$ cat src/sv/jls_pkg.sv
`default_nettype none
// ----------------------------------------------------------------------------
// jls_pkg
// Shared types and constants for the Jacobi sweep block.
// ----------------------------------------------------------------------------
package jls_pkg;

  // Largest grid side held in the banks; the row and column fields are sized
  // for it.
  localparam int MAX_SIDE = 64;

  typedef enum logic [1:0] {
    KIND_INIT  = 2'd0,
    KIND_SWEEP = 2'd1,
    KIND_READ  = 2'd2,
    KIND_NONE  = 2'd3
  } kind_t;

  typedef enum logic [1:0] {
    CFG_GRID_SIZE  = 2'd0,
    CFG_INIT_VALUE = 2'd1,
    CFG_RHS_VALUE  = 2'd2,
    CFG_H_SCALE    = 2'd3
  } cfg_index_t;

  typedef enum logic [3:0] {
    ST_IDLE,
    ST_INIT,
    ST_SWEEP,
    ST_SWEEP_DRAIN,
    ST_SQRT,
    ST_SCALE,
    ST_READ,
    ST_READ_WAIT,
    ST_DONE,
    ST_OUT
  } state_t;

  // Commands from the controller to the datapath.
  typedef struct packed {
    logic start_init;
    logic start_sweep;
    logic start_read;
    logic start_sqrt;
    logic start_scale;
    logic latch_read;
    logic clear_result;
    logic finish_sweep;
  } jls_cmd_t;

  // Status from the datapath to the controller.
  typedef struct packed {
    logic init_done;
    logic scan_done;
    logic pipe_empty;
    logic sqrt_done;
  } jls_sts_t;

endpackage

`default_nettype wire

$ cat src/sv/jls_ctrl.sv
`default_nettype none
// ----------------------------------------------------------------------------
// jls_ctrl
// Request sequencer: starts the datapath operations and hands out results.
// ----------------------------------------------------------------------------
module jls_ctrl (
  input  wire logic              clk,
  input  wire logic              rst,
  input  wire logic              req_valid,
  input  wire logic [1:0]        req_kind,
  output logic                   req_ready,
  output logic                   rsp_valid,
  input  wire logic              rsp_ready,
  output jls_pkg::jls_cmd_t      cmd,
  input  wire jls_pkg::jls_sts_t sts
);
  jls_pkg::state_t state, state_next;

  always_ff @(posedge clk) begin
    if (rst) begin
      state <= jls_pkg::ST_IDLE;
    end else begin
      state <= state_next;
    end
  end

  always_comb begin
    state_next = state;
    case (state)
      jls_pkg::ST_IDLE: begin
        if (req_valid) begin
          case (jls_pkg::kind_t'(req_kind))
            jls_pkg::KIND_INIT:  state_next = jls_pkg::ST_INIT;
            jls_pkg::KIND_SWEEP: state_next = jls_pkg::ST_SWEEP;
            jls_pkg::KIND_READ:  state_next = jls_pkg::ST_READ;
            default:             state_next = jls_pkg::ST_DONE;
          endcase
        end
      end
      jls_pkg::ST_INIT:        if (sts.init_done) state_next = jls_pkg::ST_DONE;
      jls_pkg::ST_SWEEP:       if (sts.scan_done) state_next = jls_pkg::ST_SWEEP_DRAIN;
      jls_pkg::ST_SWEEP_DRAIN: if (sts.pipe_empty) state_next = jls_pkg::ST_SQRT;
      jls_pkg::ST_SQRT:        if (sts.sqrt_done) state_next = jls_pkg::ST_SCALE;
      jls_pkg::ST_SCALE:       state_next = jls_pkg::ST_DONE;
      jls_pkg::ST_READ:        state_next = jls_pkg::ST_READ_WAIT;
      jls_pkg::ST_READ_WAIT:   state_next = jls_pkg::ST_DONE;
      jls_pkg::ST_DONE:        state_next = jls_pkg::ST_OUT;
      jls_pkg::ST_OUT:         if (rsp_ready) state_next = jls_pkg::ST_IDLE;
      default:                 state_next = jls_pkg::ST_IDLE;
    endcase
  end

  always_comb begin
    cmd = '0;
    req_ready = 1'b0;
    rsp_valid = 1'b0;
    case (state)
      jls_pkg::ST_IDLE: begin
        req_ready = 1'b1;
        cmd.clear_result = req_valid;
        if (req_valid) begin
          case (jls_pkg::kind_t'(req_kind))
            jls_pkg::KIND_INIT:  cmd.start_init = 1'b1;
            jls_pkg::KIND_SWEEP: cmd.start_sweep = 1'b1;
            jls_pkg::KIND_READ:  cmd.start_read = 1'b1;
            default:             ;
          endcase
        end
      end
      jls_pkg::ST_SWEEP_DRAIN: cmd.start_sqrt = sts.pipe_empty;
      jls_pkg::ST_SQRT:        cmd.start_scale = sts.sqrt_done;
      jls_pkg::ST_SCALE:       cmd.finish_sweep = 1'b1;
      // The cell word fetched at acceptance is on the RAM output only now.
      jls_pkg::ST_READ:        cmd.latch_read = 1'b1;
      jls_pkg::ST_OUT:         rsp_valid = 1'b1;
      default:                 ;
    endcase
  end
endmodule

`default_nettype wire

$ cat config.mk
export PLATFORM = sky130hd
export DESIGN_NAME = jls_ctrl
export DESIGN_NICKNAME = d
export VERILOG_FILES = /design/src/sv/jls_pkg.sv /design/src/sv/jls_ctrl.sv
export SDC_FILE = /design/constraint.sdc
export NUM_CORES = 1
export LEC_CHECK = 0
export ABC_CLOCK_PERIOD_IN_PS = 1800
export BUFFER_PORTS_ARGS = -buffer_cell sky130_fd_sc_hd__buf_2
export CORE_AREA = 2 2 39 41
export CTS_BUF_LIST = sky130_fd_sc_hd__clkbuf_8
export DETAILED_ROUTE_END_ITERATION = 8
export DIE_AREA = 0 0 41 43
export PLACE_DENSITY = 0.6
export SLEW_MARGIN = 30
export SYNTH_ARGS = -nofsm -noshare
export SYNTH_HDL_FRONTEND = slang
export SYNTH_SLANG_ARGS = --single-unit
$ cat constraint.sdc
create_clock -name clk -period 1.8 [get_ports clk]
set_input_delay 0.54 -clock clk [delete_from_list [all_inputs] [get_ports clk]]
set_output_delay 0.54 -clock clk [all_outputs]
set_load 0.02 [all_outputs]
==> metrics.txt <==
status finished with violations; failing checks setup timing; Final Max Tran Viols 0; endpoints failing hold 0; CP Cell Sequence or3_4, nor2_4, and3_2, buf_6; sink of the worst hold path state[1]$_SDFFE_PP0P_; Max Root-Sink Buffers 2; Iteration-0 DRC Markers 6; Fin Clk Skew about 0.69 ps; commonest cells after routing, fill and taps aside buf_2 (14), inv_1 (6), buf_4 (6), a21oi_1 (5), buf_6 (5); Syn. warnings 0; register area share after synthesis between 10% and 20%; clock root buffer master clkbuf_8; Max Cap Viol 0; Layout area overhead 45.6%; TritonCTS Sinks 4; H-Tree Depth 1; RR Startpoint state[2]$_SDFFE_PP0P_; std cell rows 14; number of global-route vias before repair 465; Residual DRC 0; reg2reg setup slack between 300 and 400 ps; Worst Min Path Start rst; Inserted Diodes 0; pre-CTS setup slack ~36 ps; Starting Density between 30% and 40%; WP buf/inv 1; Crit-path slowest cell or3_4; fin crit period between 1500 and 2000 ps; Avg Cell Area, Syn about 8.3 µm²; Crit path required time 1260 ps; Synth Flop Type dfxtp_1; Worst setup EP type primary output; TritonCTS buffer count 3; I/O Pins 20; WHS Path Cells 2; critical path class register to primary output; cell family with most CP delay simple AND/OR/NAND/NOR gates; data arrival time of the worst path between 1000 and 1500 ps; Crit Reg-Reg Endpoint state[1]$_SDFFE_PP0P_; Pleak 0.337 nW; HP Class primary input to register; biggest regs state x4; CTS tree built; cell depth of the worst flop-to-flop path 4; Synth top area share between 10% and 20%; # port buffers 19; pwr dens between 1500 and 2000 mW/mm²; worst-margin pin slew 285 ps; largest net degree at the start of global routing 12; Area contributors post-synth dfxtp_1 (17%), ha_1 (10%), o32ai_4 (5.7%); floorplan core area roughly 0.0014 mm²; Final WS setup -90.0 ps; DIE AREA between 0.0015 and 0.002 mm²; fin crit share 105%; Synth Register Bits 4; Relative slew margins 81.0%; final layout net count about 100; peak supply drop 0.000844 V; total wire length between 1 and 1.5 mm; GR Util met2 between 20% and 30%; chip width a little over 40 µm; via count 519; Post-synth ARST share 0%; GRT Total Usage 15.0%; Distinct cells, synth 31; global-route wire length before repair 1.83 mm; Die H 43 µm; fmax ~530 MHz; initial antenna violation count 0; CP peak stage delay 400 ps; grt ovf 0; # Post-CTS Setup Buffers 0; commonest non-fill, non-tap cell in the layout buf_2; Gate Count Post-Synth 58; RSZ-0062 raised after global routing true; M1 GR Usage a little under a fifth; hold slack final between 500 and 600 ps; fillcell total between 100 and 150; Antenna Nets Post-Route 0; DRT Pass-1 Iters 4; number of flops mapped to enable cells by yosys 0; setup TNS -321 ps; drt wl/cell roughly 12 µm; final HPWL from detailed placement roughly 900 µm; final setup fails 5; Synth Cell Area 480 µm²; clock slew at reported path FFs roughly 30 ps; CP Launch Type register; share of layout cells above drive strength 1 51.2%; Syn Nets roughly 70; Largest Register state; Final Power roughly 1.2 mW; CTS Hold Bufs 0; most used routing layer met2; max FFs per register 4; post-DR vias/cell between 5 and 6; Placer Congestion between 0.7 and 0.8; routing usage on met3 roughly 4.7%; Core Util, Final between 50% and 60%; area leader, netlist dfxtp_1; Skew-Pair Late Insertion Delay 210 ps; crit-path max FO 5
==> worst reg2reg max path: cells and delay by family (launching register included) <==
family          cells  cell delay, ps
compound gates      1             160
flops               1             460
simple gates        2             500
mux                 1             230
==> routing by layer <==
metal  routed length, µm  up-vias
met2                 598       15
met4                   0        0
met5                   0        -
met3                  55        0
li1                    -      259
met1                 527      245
==> final cells by class <==
| type | count | area (µm²) | area share, % |
|---|---|---|---|
| Tap cell | 16 | 20.0 | 2.86 |
| Multi-Input combinational cell | 44 | 363 | 51.9 |
| Clock buffer | 3 | 41.3 | 5.90 |
| Timing Repair Buffer | 25 | 171 | 24.5 |
| Inverter | 6 | 22.5 | 3.22 |
| Sequential cell | 4 | 81.3 | 11.6 |
==> Yosys cell counts, types with 2 or more instances <==
cell,instances
dfxtp_1,4
nor2_1,5
inv_1,6
ha_1,4
nor3_1,2
buf_6,2
or4_1,2
nand2_1,3
a21oi_1,5
and3_1,4
==> what timing repair did <==
action / CTS / global route
endpoints found under the hold margin: 0 / 0
gates resized for setup: 10 / 3
setup endpoints to repair: 7 / 7
pin swaps: 0 / 0
==> metrics by stage <==
stage	area, µm²	instances
after floorplan	493	58
after global placement	618	95
after detailed placement	618	95
after CTS	688	98
after global routing	699	98
final	699	98
==> power breakdown <==
group / leakage [nW] / switching, mW / internal (mW) / total, mW
Sequential: 0.0333 / 0.0489 / 0.129 / 0.178
Clock: 0.0216 / 0.0424 / 0.142 / 0.185
Combinational: 0.282 / 0.422 / 0.393 / 0.815
Total: 0.337 / 0.513 / 0.664 / 1.18
==> logic make-up after synthesis <==
logic type                 synth area share, %
DFF                                       16.7
buffers and inverters                     12.0
adders and majority gates                 10.4
AOI/OAI and AO/OA                         25.0
muxes                                     7.55
and+or+nand+nor                           28.4
==> how the worst max path moves through the flow <==
stage	start	depth (start not counted)	slack [ps]	end
after floorplan	state[1]$_SDFFE_PP0P_	4	-20	cmd[5]
after global placement	req_kind[0]	5	50	cmd[5]
after detailed placement	req_kind[0]	5	40	cmd[5]
after CTS	state[1]$_SDFFE_PP0P_	4	-80	cmd[7]
after global routing	state[1]$_SDFFE_PP0P_	4	-130	cmd[5]
final	state[1]$_SDFFE_PP0P_	4	-90	cmd[5]
Power figures use the tool's default switching activity.
